File: src/hdl/ihbc_pkg.sv
`timescale 1ns / 1ps

package ihbc_pkg;

  localparam int SAMPLE_BITS = 24;
  localparam int EPS_BITS = 23;
  localparam int REG_BITS = 32;
  localparam int CFG_INDEX_BITS = 3;
  localparam int CMP_BITS = ((SAMPLE_BITS > EPS_BITS) ? SAMPLE_BITS : EPS_BITS) + 2;
  localparam int SQ_BITS = 2 * SAMPLE_BITS;
  localparam int QUEUE_DEPTH = 2;
  localparam int QPTR_BITS = $clog2(QUEUE_DEPTH);
  localparam int QCOUNT_BITS = $clog2(QUEUE_DEPTH + 1);

  localparam logic [CFG_INDEX_BITS-1:0] REG_INV_A_SQUARED = 3'd0;
  localparam logic [CFG_INDEX_BITS-1:0] REG_INV_B_SQUARED = 3'd1;
  localparam logic [CFG_INDEX_BITS-1:0] REG_INNER_LIMIT = 3'd2;
  localparam logic [CFG_INDEX_BITS-1:0] REG_OUTER_LIMIT = 3'd3;
  localparam logic [CFG_INDEX_BITS-1:0] REG_CURRENT_HYSTERESIS = 3'd4;

  localparam logic [REG_BITS-1:0] RST_INV_A_SQUARED = 32'd2912711;
  localparam logic [REG_BITS-1:0] RST_INV_B_SQUARED = 32'd459957207;
  localparam logic [REG_BITS-1:0] RST_INNER_LIMIT = 32'd16609443;
  localparam logic [REG_BITS-1:0] RST_OUTER_LIMIT = 32'd18454938;
  localparam logic [EPS_BITS-1:0] RST_CURRENT_HYSTERESIS = 23'd10;

  localparam logic signed [1:0] MODE_POS = 2'sb01;
  localparam logic signed [1:0] MODE_OFF = 2'sb00;
  localparam logic signed [1:0] MODE_NEG = 2'sb11;

  typedef enum logic [2:0] {
    RULE_NONE       = 3'd0,
    RULE_POS_TO_NEG = 3'd1,
    RULE_NEG_TO_POS = 3'd2,
    RULE_INNER_POS  = 3'd3,
    RULE_INNER_NEG  = 3'd4,
    RULE_OFF_V_NEG  = 3'd5,
    RULE_OFF_V_POS  = 3'd6
  } rule_t;

  typedef struct packed {
    logic [REG_BITS-1:0] inv_a_squared;
    logic [REG_BITS-1:0] inv_b_squared;
    logic [REG_BITS-1:0] inner_limit;
    logic [REG_BITS-1:0] outer_limit;
    logic [EPS_BITS-1:0] current_hysteresis;
  } cfg_t;

  typedef struct packed {
    logic [SAMPLE_BITS-1:0] mag_v;
    logic [SAMPLE_BITS-1:0] mag_i;
    logic v_neg;
    logic v_zero;
    logic i_neg;
    logic i_zero;
    logic i_gt_eps;
    logic i_lt_neg_eps;
    logic i_le_eps;
    logic i_ge_neg_eps;
  } cls_t;

endpackage

File: src/hdl/ihbc_front.sv
`timescale 1ns / 1ps

module ihbc_front (
  input  logic signed [ihbc_pkg::SAMPLE_BITS-1:0] sample_voltage,
  input  logic signed [ihbc_pkg::SAMPLE_BITS-1:0] sample_current,
  input  logic [ihbc_pkg::EPS_BITS-1:0]           eps,
  output ihbc_pkg::cls_t                          cls
);
  import ihbc_pkg::*;

  logic signed [CMP_BITS-1:0] i_ext;
  logic signed [CMP_BITS-1:0] eps_ext;
  logic signed [CMP_BITS-1:0] neg_eps;

  assign i_ext = CMP_BITS'(sample_current);
  assign eps_ext = $signed(CMP_BITS'(eps));
  assign neg_eps = -eps_ext;

  always_comb begin
    cls.v_neg = sample_voltage[SAMPLE_BITS-1];
    cls.v_zero = (sample_voltage == '0);
    cls.i_neg = sample_current[SAMPLE_BITS-1];
    cls.i_zero = (sample_current == '0);
    cls.mag_v = cls.v_neg ? (~sample_voltage + 1'b1) : sample_voltage;
    cls.mag_i = cls.i_neg ? (~sample_current + 1'b1) : sample_current;
    cls.i_gt_eps = (i_ext > eps_ext);
    cls.i_le_eps = (i_ext <= eps_ext);
    cls.i_lt_neg_eps = (i_ext < neg_eps);
    cls.i_ge_neg_eps = (i_ext >= neg_eps);
  end

endmodule

File: config.mk
export PLATFORM = sky130hd
export DESIGN_NAME = ihbc_front
export DESIGN_NICKNAME = d
export VERILOG_FILES = /design/src/hdl/ihbc_pkg.sv /design/src/hdl/ihbc_front.sv
export SDC_FILE = /design/constraint.sdc
export NUM_CORES = 1
export LEC_CHECK = 0
export BUFFER_PORTS_ARGS = -buffer_cell sky130_fd_sc_hd__buf_4
export CAP_MARGIN = 20
export CORE_ASPECT_RATIO = 0.75
export CORE_MARGIN = 2
export CORE_UTILIZATION = 50
export DETAILED_ROUTE_END_ITERATION = 6
export PLACE_DENSITY_LB_ADDON = 0.12
export SYNTH_ARGS = -nofsm -noshare
export SYNTH_HDL_FRONTEND = slang
export SYNTH_SLANG_ARGS = --single-unit
File: constraint.sdc
create_clock -name vclk -period 6.9
set_clock_uncertainty 0.1 [all_clocks]
set_input_delay 0.69 -clock vclk [all_inputs]
set_output_delay 0.69 -clock vclk [all_outputs]
set_load 0.005 [all_outputs]
Word-level counts from Yosys, hierarchy flattened
Index checks and enable logic that the tools add are counted.
- add/sub/neg operators: 3
- magnitude comparators: 4
- muxes and demuxes: 2
- reduce and logical (&&, ||, !) cells: 2
- bitwise gates (word level): 2
- operators with widths (operator ; number):
    adder 24 x 1 -> 24 bit, second input constant ; 2
    zero test 24 bit ; 2
    2-to-1 mux 24 bit ; 2
    NOT 24 bit ; 2
    >= comparator 24 x 26 -> 1 bit ; 1
    < comparator 24 x 26 -> 1 bit ; 1
    negator 23 -> 26 bit ; 1
    > comparator 24 bit ; 1
    <= comparator 24 bit ; 1
- bits in registers: 0

Depth between registers and ports, before layout
Gate-level depths: netlist (run 1).
- word-level depth: 3
- gate-level depth with buffers: 13
- gate-level depth less buffers: 13

Worst setup path before layout (run 1)
No wires, ideal clock.
- path type: input to output
- start point: in eps[1] (netlist bit)
- end point: out cls[0] (netlist bit)
- setup slack: 2.426 ns
- stages on the path: 13
- arrival time: 3.684 ns
- cell sequence: inv_1 ha_1 nor4b_1 nand3_1 or3_1 nor3_1 xnor2_1 ha_1 nand4_1 nor4_1 nand2_1 o2111ai_1 mux2_2
- RTL lines (item ; RTL line ; text):
    from (decl) ; ihbc_front.sv:6 ; input logic [ihbc_pkg::EPS_BITS-1:0] eps,
    to (decl) ; ihbc_front.sv:7 ; output ihbc_pkg::cls_t cls

==> results of run 1 <==
-- kinds of logic after synthesis --
kind of cell / count (synthesis)
simple gates: 116
fa+ha+maj: 51
buf+inv: 42
xor+xnor: 62
compound gates: 77
mux: 1
-- routing by layer --
layer  routed length, um  global-route usage, %  vias to the layer above
met5                   0                      0                        -
met4                  29                  0.992                        0
met3                 734                   1.63                        4
met2                3440                   44.1                      128
met1                3600                   40.3                     1384
li1                    -                      -                     1521
-- power groups by stage --
stage / clock, W / sequential (W) / combinational [W]
6_report: 0 / 0 / 0.000221
5_1_grt: 0 / 0 / 0.000243
4_1_cts: 0 / 0 / 0.000220
3_5_place_dp: 0 / 0 / 0.000219
3_3_place_gp: 0 / 0 / 0.000214
2_1_floorplan: 0 / 0 / 0.000104
-- stage by stage --
stage	total power, W	hold slack [ps]	utilization [%]	cell area, um2
floorplan	0.000104	1320	-	2520
global placement	0.000214	1470	71.8	3500
detailed placement	0.000219	1470	71.8	3500
CTS	0.000220	1480	71.8	3500
global route	0.000243	1480	71.8	3500
finish	0.000221	1470	71.8	3500
-- area by class of cell --
class                      count  area (um2)
tap                           60        75.1
multi-input combinational    307        2350
fill                         424        1370
inverter                      33         124
timing repair buffer         127         953
-- synth_stat cells, types with 4 or more instances --
library cell,n
or3_1,5
xnor2_1,59
a21oi_1,18
nor4_1,10
o21ai_0,20
inv_1,33
o31ai_1,12
clkbuf_1,4
or4_1,10
nor3_1,10
ha_1,51
nand2_1,32
nor2b_1,4
nand3_1,7
nand4_1,12
buf_4,4
o41ai_1,7
nor2_1,14
a211oi_1,4
-- final timing paths --
check     end  slack (ps)  cells after the start
min    cls[8]        1470                      2
max    cls[0]        1580                     15
-- critical path: stages --
cell,delay (ps)
buf_4,120
inv_1,70
ha_1,210
nor4b_1,670
nand3_1,260
or3_1,490
nor3_1,220
xnor2_1,100
ha_1,290
nand4_1,120
nor4_1,360
nand2_1,120
o2111ai_1,290
mux2_2,380
buf_4,130
==> impl_metrics.csv, run 1 <==
group,metric,value,unit
run_status,status,"complete, no violations",
timing,fin_crit_sh,77.0,%
timing,max_freq,0.188,GHz
power_and_ir_drop,switchingPower,0.000104,W
placed_design,post-dp-hpwl,6.68,mm
placed_design,port_buffers,127,
finish,register_area,0,um2
global_routing,grt_use_total,26.8,%
route,drt_pre_antenna_iters,4,
clocking,cts_setup_buffers,0,
floorplan,coreArea,4870,um2
logic_synthesis,synth_top_cell_by_area,"ha_1",
logic_synthesis,netlist_area,2520,um2
worst_hold_path,hold_path_class,"in2out",
logic_synthesis,ys_top_cells_by_area,"ha_1, xnor2_1, inv_1",
route,vias,3037,
floorplan,die_h,65.5,um
logic_synthesis,synth_top_area_share,25.3,%
timing,setup_violations,0,
timing,maxSlewHeadroom,46.6,%
route,drc,0,
floorplan,rows,22,
logic_synthesis,netlist_instances,349,
power_and_ir_drop,p_int,0.000116,W
critical_path,cp-start-kind,"primary input",
logic_synthesis,synthMuxAreaShare,0.447,%
global_routing,grt_pass1_vias,2717,
power_and_ir_drop,power.density,63.0,nW/um2
power_and_ir_drop,switching_share,47.3,%
global_routing,grt_pass1_wl,12.5,mm
worst_hold_path,worstHoldStart,"sample_current[0]",
finish,nClkBuffers,0,
floorplan,die_x,86.0,um
logic_synthesis,yosysSeqAreaShare,0,%
timing,final_max_slew_viol_count,0,
route,wl_per_cell,14.8,um
timing,period_needed,5320,ps
critical_path,crit_path_end_kind,"output port",
power_and_ir_drop,combPwrFrac,100.0,%
global_routing,grt_max_degree,33,
power_and_ir_drop,p_leak,1.62,nW
power_and_ir_drop,irDropWorstVdd,0.0339,mV
floorplan,die-area,5630,um2
logic_synthesis,avgSynthCellArea,7.22,um2
route,routed_wl,7.81,mm
logic_synthesis,synth_warnings,0,
route,drt_iter0_drc,191,
timing,fin_ws,1580,ps
global_routing,grt-ovfl-total,0,
finish,layout.nets,591,
logic_synthesis,synth-compound-area-share,20.8,%
power_and_ir_drop,power_frac_clock,0,%
finish,seq_cells,0,
route,vias_per_cell,5.76,
clocking,hold_buffers,0,
finish,layout_common_cells,"buf_4, xnor2_1, ha_1, inv_1, nand2_1",
logic_synthesis,synth_top_family_by_area,"adder cells",
power_and_ir_drop,seqPwrFrac,0,%
flow_run,drv_cap,0,
finish,layout_commonest_cell,"buf_4",
critical_path,critPathMaxFanout,4,
logic_synthesis,yosysUniqueCellTypes,42,
timing,hold_violations,0,
logic_synthesis,synthAdderAreaFrac,25.3,%
placed_design,gp_congestion,0.944,
critical_path,startpoint,"eps[1]",
finish,area_delta_synth_final,38.9,%
logic_synthesis,synth_nets,471,
finish,stdcell_count,527,
critical_path,crit_required,6110,ps
critical_path,critPathArrivalTime,4530,ps
floorplan,initial_utilization,51.7,%
route,postRouteAntennaNets,0,
logic_synthesis,synthXorXnorAreaFrac,21.6,%
placed_design,dp_cells,527,
floorplan,io_pins,127,
timing,worst_pin_slew,790,ps
finish,antennaDiodeCount,0,
timing,fin_tns_setup,0,ps
timing,rsz0062_at_grt,"no",
logic_synthesis,synth-simple-area-share,25.0,%
placed_design,pre_cts_slack,1670,ps
clocking,ctsResizeCount,0,
critical_path,worst-setup-path-type,"in2out",
finish,drive_gt1_share,29.1,%
global_routing,antenna_found_initial,0,
Note: power is estimated with default switching activity, not from simulation.
==> inputs of run 2 (changes only) <==
--- a/config.mk
+++ b/config.mk
@@ -9,7 +9,7 @@
 export CAP_MARGIN = 20
 export CORE_ASPECT_RATIO = 0.75
 export CORE_MARGIN = 2
-export CORE_UTILIZATION = 50
+export CORE_UTILIZATION = 44
 export DETAILED_ROUTE_END_ITERATION = 6
 export PLACE_DENSITY_LB_ADDON = 0.12
 export SYNTH_ARGS = -nofsm -noshare
==> constraint.sdc (replaced) <==
create_clock -name vclk -period 4.59
set_clock_uncertainty 0.1 [all_clocks]
set_input_delay 0.459 -clock vclk [all_inputs]
set_output_delay 0.459 -clock vclk [all_outputs]
set_load 0.005 [all_outputs]
==> impl_metrics.csv, run 2 (synthesized netlist as in run 1, its figures left out) <==
group,metric,value,unit
critical_path,crit_chain,"buf_4 -> inv_1 -> ha_1 -> nor4b_4 -> nand3_1 -> or3_4 -> nor3_1 -> xnor2_1 -> ha_1 -> nand4_1 -> nor4_2 -> nand2_1 -> o2111ai_2 -> mux2_2 -> buf_4",
floorplan,die_h,69.5,um
route,drt_iter0_drc,141,
timing,setup_violations,0,
critical_path,crit_path_end_kind,"output port",
floorplan,io_pins,127,
clocking,hold_buffers,0,
global_routing,antenna_found_initial,0,
route,wl_per_cell,14.8,um
global_routing,grt_pass1_wl,12.9,mm
route,drc,0,
floorplan,die_x,91.4,um
placed_design,gp_congestion,0.889,
timing,final_max_slew_viol_count,0,
finish,utilization,65.7,%
global_routing,grt-ovfl-total,0,
finish,layout_commonest_cell,"buf_4",
worst_hold_path,hold_depth,2,
power_and_ir_drop,p_leak,1.64,nW
critical_path,critPathSlowestCell,"or3_4",
timing,hold_violations,0,
finish,area_delta_synth_final,41.8,%
worst_hold_path,hold_path_class,"in2out",
finish,register_area,0,um2
power_and_ir_drop,power.density,94.1,nW/um2
critical_path,critPathArrivalTime,3760,ps
route,postRouteAntennaNets,0,
timing,period_needed,4320,ps
critical_path,crit_required,4030,ps
finish,seq_cells,0,
global_routing,grt_max_degree,33,
critical_path,worst-setup-path-type,"in2out",
clocking,cts_setup_buffers,0,
floorplan,coreArea,5440,um2
timing,worst_pin_slew,631,ps
run_status,status,"complete, no violations",
finish,antennaDiodeCount,0,
power_and_ir_drop,total_power,0.000336,W
worst_hold_path,min_to,"cls[8]",
route,routed_wl,8.09,mm
floorplan,initial_utilization,46.3,%
clocking,ctsResizeCount,1,
route,vias_per_cell,5.53,
global_routing,grt_use_total,23.8,%
floorplan,die-area,6350,um2
finish,layout_common_cells,"buf_4, xnor2_1, ha_1, inv_1, nand2_1",
critical_path,cp_slowest_stage_delay,440,ps
global_routing,grt_pass1_vias,2609,
timing,max_freq,0.232,GHz
finish,nClkBuffers,0,
flow_run,drv_cap,0,
critical_path,cp-start-kind,"primary input",
power_and_ir_drop,irDropWorstVdd,0.0531,mV
route,vias,3012,
timing,whs,1020,ps
finish,drive_gt1_share,30.4,%
timing,rsz0062_at_grt,"no",
placed_design,post-dp-hpwl,6.93,mm
finish,layout.nets,594,
placed_design,port_buffers,127,
worst_hold_path,worstHoldStart,"sample_current[0]",
critical_path,critPathMaxFanout,4,
timing,fin_crit_sh,94.0,%
floorplan,rows,23,
timing,maxSlewHeadroom,56.9,%
route,drt_pre_antenna_iters,4,
[run 2: cell count changes in the layout (fill, tap and decap cells not counted), sizes merged]
| cell | previous run | this run |
|---|---|---|
| buf | 127 | 130 |
[run 2: metal layers]
layer / part of all wire, % / track usage [%]
met2: 44 / 37.5
met5: 0 / 0
met1: 51 / 37.9
met4: 0 / 0
met3: 5.0 / 0.761
[run 2: layout make-up]
class	count	area [um2]
timing repair buffer	130	976
inverter	33	124
tap	75	93.8
multi-input combinational	307	2380
fill	500	1870
[run 2: worst max-delay path: cells and delay by family]
kind                       cells  cell delay (ps)
and+or+nand+nor                7             1730
buffers and inverters          3              330
AOI/OAI and AO/OA              1              250
xor gates and xnor gates       1              100
adders and majority gates      2              510
muxes                          1              370
[run 2: metrics by stage]
stage	cell area (um2)	std cells	setup TNS, ps	worst slack, ps
2_1_floorplan	2520	349	0	578
3_3_place_gp	3540	545	0	124
3_5_place_dp	3540	545	-63.6	-63.6
4_1_cts	3550	545	0	124
5_1_grt	3570	545	0	11.5
6_report	3570	545	0	274
[run 2: power breakdown]
part	internal [W]	total, W	switching, W
Combinational	0.000176	0.000336	0.000160
Clock	0	0	0
Sequential	0	0	0
Total	0.000176	0.000336	0.000160
[run 2: how the worst max path moves through the flow]
stage,startpoint,to
final,eps[1],cls[0]
after global routing,eps[1],cls[0]
after CTS,eps[1],cls[0]
after detailed placement,eps[1],cls[0]
after global placement,eps[1],cls[0]
after floorplan,eps[1],cls[0]
