[src/hdl/ihbc_pkg.sv]
`timescale 1ns / 1ps

package ihbc_pkg;

  localparam int SAMPLE_BITS = 24;
  localparam int EPS_BITS = 23;
  localparam int REG_BITS = 32;
  localparam int CFG_INDEX_BITS = 3;
  localparam int CMP_BITS = ((SAMPLE_BITS > EPS_BITS) ? SAMPLE_BITS : EPS_BITS) + 2;
  localparam int SQ_BITS = 2 * SAMPLE_BITS;
  localparam int QUEUE_DEPTH = 2;
  localparam int QPTR_BITS = $clog2(QUEUE_DEPTH);
  localparam int QCOUNT_BITS = $clog2(QUEUE_DEPTH + 1);

  localparam logic [CFG_INDEX_BITS-1:0] REG_INV_A_SQUARED = 3'd0;
  localparam logic [CFG_INDEX_BITS-1:0] REG_INV_B_SQUARED = 3'd1;
  localparam logic [CFG_INDEX_BITS-1:0] REG_INNER_LIMIT = 3'd2;
  localparam logic [CFG_INDEX_BITS-1:0] REG_OUTER_LIMIT = 3'd3;
  localparam logic [CFG_INDEX_BITS-1:0] REG_CURRENT_HYSTERESIS = 3'd4;

  localparam logic [REG_BITS-1:0] RST_INV_A_SQUARED = 32'd2912711;
  localparam logic [REG_BITS-1:0] RST_INV_B_SQUARED = 32'd459957207;
  localparam logic [REG_BITS-1:0] RST_INNER_LIMIT = 32'd16609443;
  localparam logic [REG_BITS-1:0] RST_OUTER_LIMIT = 32'd18454938;
  localparam logic [EPS_BITS-1:0] RST_CURRENT_HYSTERESIS = 23'd10;

  localparam logic signed [1:0] MODE_POS = 2'sb01;
  localparam logic signed [1:0] MODE_OFF = 2'sb00;
  localparam logic signed [1:0] MODE_NEG = 2'sb11;

  typedef enum logic [2:0] {
    RULE_NONE       = 3'd0,
    RULE_POS_TO_NEG = 3'd1,
    RULE_NEG_TO_POS = 3'd2,
    RULE_INNER_POS  = 3'd3,
    RULE_INNER_NEG  = 3'd4,
    RULE_OFF_V_NEG  = 3'd5,
    RULE_OFF_V_POS  = 3'd6
  } rule_t;

  typedef struct packed {
    logic [REG_BITS-1:0] inv_a_squared;
    logic [REG_BITS-1:0] inv_b_squared;
    logic [REG_BITS-1:0] inner_limit;
    logic [REG_BITS-1:0] outer_limit;
    logic [EPS_BITS-1:0] current_hysteresis;
  } cfg_t;

  typedef struct packed {
    logic [SAMPLE_BITS-1:0] mag_v;
    logic [SAMPLE_BITS-1:0] mag_i;
    logic v_neg;
    logic v_zero;
    logic i_neg;
    logic i_zero;
    logic i_gt_eps;
    logic i_lt_neg_eps;
    logic i_le_eps;
    logic i_ge_neg_eps;
  } cls_t;

endpackage

[src/hdl/ihbc_queue.sv]
`timescale 1ns / 1ps

module ihbc_queue (
  input  logic           clk,
  input  logic           rst,
  input  logic           wr_en,
  input  ihbc_pkg::cls_t wr_data,
  input  logic           rd_en,
  output ihbc_pkg::cls_t rd_data,
  output logic           full,
  output logic           empty
);
  import ihbc_pkg::*;

  cls_t                   entries [QUEUE_DEPTH];
  logic [QPTR_BITS-1:0]   wr_ptr;
  logic [QPTR_BITS-1:0]   rd_ptr;
  logic [QCOUNT_BITS-1:0] count;

  assign full = (count == QCOUNT_BITS'(QUEUE_DEPTH));
  assign empty = (count == '0);
  assign rd_data = entries[rd_ptr];

  always_ff @(posedge clk) begin
    if (wr_en) begin
      entries[wr_ptr] <= wr_data;
    end
  end

  always_ff @(posedge clk) begin
    if (rst) begin
      wr_ptr <= '0;
      rd_ptr <= '0;
      count <= '0;
    end else begin
      if (wr_en) begin
        wr_ptr <= (wr_ptr == QPTR_BITS'(QUEUE_DEPTH - 1)) ? '0 : wr_ptr + 1'b1;
      end
      if (rd_en) begin
        rd_ptr <= (rd_ptr == QPTR_BITS'(QUEUE_DEPTH - 1)) ? '0 : rd_ptr + 1'b1;
      end
      if (wr_en && !rd_en) begin
        count <= count + 1'b1;
      end else if (!wr_en && rd_en) begin
        count <= count - 1'b1;
      end
    end
  end

  a_no_overflow: assert property (@(posedge clk) disable iff (rst)
    (count <= QCOUNT_BITS'(QUEUE_DEPTH)) && !(wr_en && full && !rd_en))
    else $error("classification queue overflow");

endmodule

[config.mk]
export PLATFORM = sky130hd
export DESIGN_NAME = ihbc_queue
export DESIGN_NICKNAME = d
export VERILOG_FILES = /design/src/hdl/ihbc_pkg.sv /design/src/hdl/ihbc_queue.sv
export SDC_FILE = /design/constraint.sdc
export NUM_CORES = 1
export LEC_CHECK = 0
export BUFFER_PORTS_ARGS = -buffer_cell sky130_fd_sc_hd__buf_2
export CELL_PAD_IN_SITES_DETAIL_PLACEMENT = 0
export CELL_PAD_IN_SITES_GLOBAL_PLACEMENT = 1
export CORE_AREA = 2 2 103 105
export DETAILED_ROUTE_END_ITERATION = 12
export DIE_AREA = 0 0 105 107
export PLACE_DENSITY = 0.88
export SLEW_MARGIN = 25
export SYNTH_ARGS = -nofsm -noshare
export SYNTH_HDL_FRONTEND = slang
export SYNTH_SLANG_ARGS = --single-unit
[constraint.sdc]
create_clock -name clk -period 4.4 [get_ports clk]
set_input_delay 0 -clock clk [delete_from_list [all_inputs] [get_ports clk]]
set_output_delay 0 -clock clk [all_outputs]
set_load 0.005 [all_outputs]
# Yosys cells after proc, flatten, opt, wreduce, memory -nomap -nowiden
# Memory sizes are Yosys's and may differ from the RTL's. A register that Yosys moved wholly into a read port is not among the register bits.
# Cells that the tools add are included.
[op_classes] n_addsub=4 eq_ne=1 mux=8 reduce_logical=6
[ops] operator="$mux 1" n=6
[ops] operator="$mux 2" n=2
[ops] operator="$add 1x1->1 const B" n=2
[ops] operator="$add 2x1->2 const B" n=1
[ops] operator="$eq 2x2->1 const B" n=1
[ops] operator="$logic_and 1x1->1" n=2
[ops] operator="$logic_not 1->1" n=2
[ops] operator="$logic_not 2->1" n=1
[ops] operator="$reduce_bool 2->1" n=1
[ops] operator="$sub 2x1->2 const B" n=1
[word_totals] reg_bits=4 ram_bits=112 out_inout_bits=58 elab_cells=23 memories=1
[memory_table] name="entries" words=2 width=56 read_ports=1 rd_ports_with_merged_regs=1 write_ports=1 line="ihbc_queue.sv:15" text="cls_t entries [QUEUE_DEPTH];"

# Longest topological paths before layout
# Gate-level depths: netlist (run 1).
[logic_depth] word_depth=4 ltp_mapped=5 ltp_nobuf=5

# Worst setup path before layout (run 1)
# OpenSTA, ideal clock, no wires.
[synth_timing] kind="register to register" start="register wr_ptr" end="memory entries[0][0] (netlist name), enable pin" setup_ns=0.477 arrival_ns=2.822 slack_ns=1.101 path_stages_with_launch=2 n_path_buf=0 period_less_slack_ns=3.299 path_cell_list="dfxtp_1 nor2b_1"
[synth_rtl] element="start: declaration" line="ihbc_queue.sv:16" text="logic [QPTR_BITS-1:0] wr_ptr;"
[synth_rtl] element="start signal: assignment" line="ihbc_queue.sv:37" text="wr_ptr <= (wr_ptr == QPTR_BITS'(QUEUE_DEPTH - 1)) ? '0 : wr_ptr + 1'b1;"
[synth_rtl] element="end: declaration" line="ihbc_queue.sv:15"
# Straight into the memory's write port.

==> results.py, run 1 <==
metrics = {
    "placement": {
        "portBuffers": 117,
        "place_area_um2": 4990,
        "pre_cts_slack_ns": 2.479,
        "gp_congestion": 0.6851,
        "hpwl_mm": 4.738,
    },
    "worst_hold_path": {
        "hold_path_end": "entries[1][6]",
        "min_path_type": "primary input to flip-flop",
        "worstHoldStart": "wr_data[6]",
        "holdPathStages": 2,
    },
    "setup_path": {
        "crit_path_max_incr_delay_ns": 0.56,
        "r2r_slack_ns": 2.48,
        "crit_family": "buffers and inverters",
        "r2r_end": "entries[1][3]",
        "required_ns": 4.40,
        "crit_type": "flip-flop to output port",
        "start_kind": "flip-flop",
        "path_cells": "buf_4, mux2_2, buf_2",
        "crit_path_top_delay_cell": "dfxtp_2",
        "cp_max_fo": 40,
        "critPathArrivalTime_ns": 2.17,
        "cp_num_buf_inv": 2,
        "crit_path_end_kind": "output port",
        "r2r-start": "wr_ptr",
        "rr_worst_depth": 2,
    },
    "sta": {
        "timing.fmax_mhz": 461.8,
        "setup-tns-final_ns": 0,
        "setup_slack_ns": 2.235,
        "fin_crit_ns": 2.165,
        "worst_slew_pin_slew_ns": 0.7170,
        "hold_viol": 0,
        "whs_ns": 0.2177,
        "slew_headroom": 0.5220,
        "timing.final.crit_share": 0.4921,
        "final-setup-viol-count": 0,
        "rsz0062_at_grt": "no",
        "finalMaxSlewViolations": 0,
        "finClkSkew_ns": 0.01122,
    },
    "final_layout": {
        "multi_input_area_um2": 743.2,
        "fillers": 779,
        "fin_nets": 450,
        "final_core_util": 0.6165,
        "drive_gt1_frac": 0.5274,
        "finish.instance_area_um2": 6222,
        "n_antenna_cell": 0,
        "regArea_um2": 3465,
        "area_growth_pct": 46.09,
    },
    "clocking": {
        "clk_path_buf_depth": 2,
        "cts.clk_slew.worst_paths_ns": 0.06,
        "root_buffer": "clkbuf_8",
        "cts_setup_buffers": 0,
        "cts_buffers": 17,
        "htree_levels": 4,
        "tritoncts": "yes",
        "hold_buffers": 60,
        "clkLatencyLatePin_ns": 0.51,
        "post_cts_resized": 0,
        "cts_sinks": 117,
    },
    "detailed_routing": {
        "wl_per_cell_um": 15.07,
        "ant_nets": 0,
        "dr_total_vias": 2443,
        "finalWirelength_mm": 8.110,
        "vias_per_cell": 4.541,
        "drc": 0,
        "dr.pass1.iters": 4,
        "drt-initial-drc-count": 92,
    },
    "power_and_ir_drop": {
        "powerDensity_nw_per_um2": 486.6,
        "power.leakage_nw": 2.383,
        "peakVddDrop_uv": 247.1,
    },
    "global_route": {
        "grt_pass1_wl_mm": 12.38,
        "grt_use_total": 0.1491,
        "antenna_found_initial": 0,
        "grt_pass1_vias": 2646,
        "grt.overflow.total": 0,
        "grt_max_degree": 41,
    },
    "synthesis": {
        "synthCells": 196,
        "ys_ff_latch": 117,
        "synthDominantCellAreaShare": 0.7897,
        "syn_nets": 257,
        "synth_warnings": 0,
        "post-synth-top-count-cell": "edfxtp_1",
        "synth_async_sr_flop_share": 0,
        "synth_commonest_cells": "112 x edfxtp_1, 56 x mux2_2, 5 x dfxtp_1, 5 x nor2_1, 4 x buf_6",
        "synth_edf_count": 112,
        "synth_cell_type_count": 17,
        "ys.flop_type": "edfxtp_1",
        "ys_top_cells_by_area": "edfxtp_1 79%, mux2_2 15%, dfxtp_1 2.4%",
        "syn-mean-instance-area_um2": 21.73,
        "synth_area_um2": 4259,
        "yosysTopAreaCell": "edfxtp_1",
        "synth-seq-area-share": 0.8132,
    },
    "floorplan": {
        "ios": 118,
        "core_um2": 10090,
        "fp-row-count": 37,
        "dieArea_um2": 11240,
        "die_h_um": 107,
        "die_w_um": 105,
        "initial_core_util": 0.4220,
    },
    "outcome": {
        "status": "complete, no violations",
    },
    "flow_run": {
        "drv_cap": 0,
    },
}
-- logic make-up after synthesis --
| kind of cell | synth area share |
|---|---|
| and+or+nand+nor | 0.01087 |
| buffers and inverters | 0.01439 |
| xor gates and xnor gates | 0.008227 |
| muxes | 0.1481 |
| adders and majority gates | 0.002937 |
| DFF | 0.8132 |
| AOI/OAI and AO/OA | 0.002348 |
-- cell usage in the layout, fill, tap and decap left out, types with 2 or more instances in the layout --
cell / count
clkinv_2: 2
dfxtp_1: 4
clkinvlp_4: 5
edfxtp_1: 112
buf_4: 3
mux2_2: 56
dlygate4sd3_1: 60
nor2_1: 5
xor2_1: 2
clkbuf_8: 4
xnor2_1: 2
bufinv_16: 4
buf_2: 117
clkbuf_16: 16
-- stage by stage --
stage | cells | power [mW]
floorplan | 196 | 1.473
global placement | 446 | 1.575
detailed placement | 446 | 1.585
CTS | 538 | 3.059
global route | 538 | 3.133
finish | 538 | 3.027
-- state kept, by name, indices dropped and copies added, names as in the netlist, named ones only --
signal   flops
entries    112
count        2
rd_ptr       1
wr_ptr       1
-- worst max path at each step --
stage               cells after the start      start              to  slack (ns)
floorplan                               1     wr_ptr   entries[0][0]        1.10
CTS                                     3  flip-flop      rd_data[2]        2.16
global route                            3  flip-flop     rd_data[55]        2.08
detailed placement                      2     wr_ptr  entries[1][50]        2.48
finish                                  3  flip-flop      rd_data[2]        2.23
global placement                        2     wr_ptr  entries[1][37]        2.53
-- report_power, final --
group          switching (mW)  leakage (nW)  internal, mW
clock network           0.464         0.295         0.962
registers              0.0226          1.09          1.30
logic                   0.121         0.995         0.159
total                   0.607          2.38          2.42
-- area by class of cell --
cell class | instances | share of cell area
sequential | 117 | 0.5568
timing repair buffer | 180 | 0.1942
multi-input combinational | 72 | 0.1194
clock buffer | 20 | 0.07320
clock inverter | 12 | 0.02835
tap | 136 | 0.02735
inverter | 1 | 0.0006033
-- per-layer routing --
metal,vias to the layer above,part of all wire,track usage
met5,-,0,0
met3,14,0.052,0.05957
li1,1160,-,-
met4,0,0.017,0.06857
met2,81,0.54,0.2625
met1,1188,0.39,0.1568
(Power assumes the default switching activity.)
==> run 2: changes to the inputs <==
- clock period: 4.4 -> 2 ns (I/O delays scaled with it)
==> results.py, run 2 (synthesized netlist as in run 1, its figures left out) <==
metrics = {
    "outcome": {
        "status": "complete, no violations",
    },
    "floorplan": {
        "core_um2": 10090,
        "dieArea_um2": 11240,
        "fp-row-count": 37,
        "die_w_um": 105,
        "initial_core_util": 0.4220,
        "die_h_um": 107,
        "ios": 118,
    },
    "clocking": {
        "cts.clk_slew.worst_paths_ns": 0.06,
        "tritoncts": "yes",
        "htree_levels": 4,
        "root_buffer": "clkbuf_8",
        "cts_buffers": 17,
        "clk_path_buf_depth": 2,
        "clkLatencyLatePin_ns": 0.50,
        "cts_setup_buffers": 0,
        "cts_sinks": 117,
    },
    "sta": {
        "worst_slew_pin_slew_ns": 0.5152,
        "finalMaxSlewViolations": 0,
        "finClkSkew_ns": 0.005238,
        "timing.final.crit_share": 0.8740,
        "fin_crit_ns": 1.748,
        "final-setup-viol-count": 0,
        "hold_viol": 0,
        "slew_headroom": 0.6566,
        "rsz0062_at_grt": "no",
        "timing.fmax_mhz": 572.1,
        "setup-tns-final_ns": 0,
    },
    "final_layout": {
        "finish.instance_area_um2": 6231,
        "final_common_cell": "buf_2",
        "largest_reg_flops": 112,
        "top_register": "entries",
        "n_antenna_cell": 0,
        "mostFrequentLayoutCells": "117 x buf_2, 112 x edfxtp_1, 60 x dlygate4sd3_1",
        "largestRegisters": "entries: 112 flops, count: 2 flops",
        "drive_gt1_frac": 0.5235,
        "area_growth_pct": 46.30,
        "fin_nets": 454,
    },
    "worst_hold_path": {
        "holdPathStages": 2,
        "worstHoldStart": "wr_data[14]",
        "min_path_type": "primary input to flip-flop",
        "hold_path_end": "entries[1][14]",
    },
    "flow_run": {
        "drv_cap": 0,
    },
    "setup_path": {
        "crit_family": "flip-flops",
        "crit_type": "flip-flop to output port",
        "start_kind": "flip-flop",
        "cp_max_fo": 19,
        "crit_path_max_incr_delay_ns": 0.53,
        "r2r_slack_ns": 0.43,
        "cp_num_buf_inv": 2,
        "r2r-start": "count[0]",
        "crit_path_top_delay_cell": "dfxtp_4",
        "path_cells": "buf_12, mux2_2, buf_2",
        "critPathArrivalTime_ns": 1.75,
        "crit_path_end_kind": "output port",
        "r2r_end": "count[1]",
        "rr_worst_depth": 4,
        "required_ns": 2.00,
    },
    "detailed_routing": {
        "drc": 0,
        "drt-met1-wl_mm": 3.460,
        "dr_total_vias": 2468,
        "dr.pass1.iters": 4,
        "finalWirelength_mm": 8.645,
        "vias_per_cell": 4.562,
        "wl_met3_um": 374,
        "drt-initial-drc-count": 112,
        "top_layer": "met4",
        "wl_per_cell_um": 15.98,
        "ant_nets": 0,
        "route.met2.wl_mm": 4.745,
    },
    "power_and_ir_drop": {
        "swShare": 0.2010,
        "p_comb_frac": 0.098,
        "seqPwrFrac": 0.446,
        "p_switching_mw": 1.314,
        "clock_power_share": 0.456,
        "power.leakage_nw": 2.406,
        "internal_power_mw": 5.221,
        "powerDensity_nw_per_um2": 1049,
        "peakVddDrop_uv": 666.5,
    },
    "global_route": {
        "grt.overflow.total": 0,
        "grt_use_total": 0.1608,
        "grt_pass1_wl_mm": 13.22,
        "grt_pass1_vias": 2676,
        "grt_max_degree": 38,
        "antenna_found_initial": 0,
    },
    "placement": {
        "hpwl_mm": 5.254,
        "place_area_um2": 5045,
        "portBuffers": 117,
        "gp_congestion": 0.7020,
    },
}
[run 2: cell types whose count changed in the layout (fill, tap and decap cells not counted), sizes merged]
cell | previous run | this run
buf | 120 | 124
clkbuf | 20 | 19
clkinvlp | 5 | 1
clkinv | 3 | 7
[run 2: layer usage]
metal / track usage / vias to the layer above
met3: 0.05957 / 6
met5: 0 / -
met2: 0.2931 / 75
li1: - / 1168
met1: 0.1656 / 1219
met4: 0.06857 / 0
[run 2: timing repair]
item,in CTS,in global routing
endpoints found under the hold margin,117,0
hold buffers,60,0
gates resized for setup,0,1
endpoints found under the setup margin,0,24
[run 2: area by class of cell]
cell class	instances	area, um^2
clock buffer	19	421.7
clock inverter	12	161.4
fill	769	3861
inverter	1	3.754
multi-input combinational	72	743.2
sequential	117	3467
tap	136	170.2
timing repair buffer	184	1264
[run 2: how the worst max path moves through the flow]
stage	from	end	cells past startpoint
detailed placement	wr_ptr	entries[1][16]	2
global route	flip-flop	rd_data[54]	3
floorplan	wr_ptr	entries[0][0]	1
global placement	wr_ptr	entries[1][36]	2
CTS	flip-flop	rd_data[19]	3
finish	flip-flop	rd_data[40]	3
[run 2: through the flow]
| step | hold WS (ns) | utilization | instances | setup WS [ns] | total power [mW] |
|---|---|---|---|---|---|
| after floorplan | 0.06907 | - | 196 | 0.4020 | 3.236 |
| after global placement | 0.1870 | 0.4999 | 450 | 0.6239 | 3.488 |
| after detailed placement | 0.1931 | 0.4999 | 450 | 0.5994 | 3.510 |
| after CTS | 0.1827 | 0.6172 | 541 | 0.06113 | 6.601 |
| after global routing | 0.1879 | 0.6174 | 541 | 0.1670 | 6.781 |
| final | 0.2132 | 0.6174 | 541 | 0.2520 | 6.535 |
[run 2: power groups by stage]
| stage | Combinational (mW) | Clock (mW) | Sequential (mW) |
|---|---|---|---|
| final | 0.638 | 2.98 | 2.92 |
| after global routing | 0.692 | 3.16 | 2.93 |
| after CTS | 0.639 | 3.04 | 2.92 |
| after detailed placement | 0.542 | 0 | 2.97 |
| after global placement | 0.533 | 0 | 2.95 |
| after floorplan | 0.300 | 0 | 2.94 |
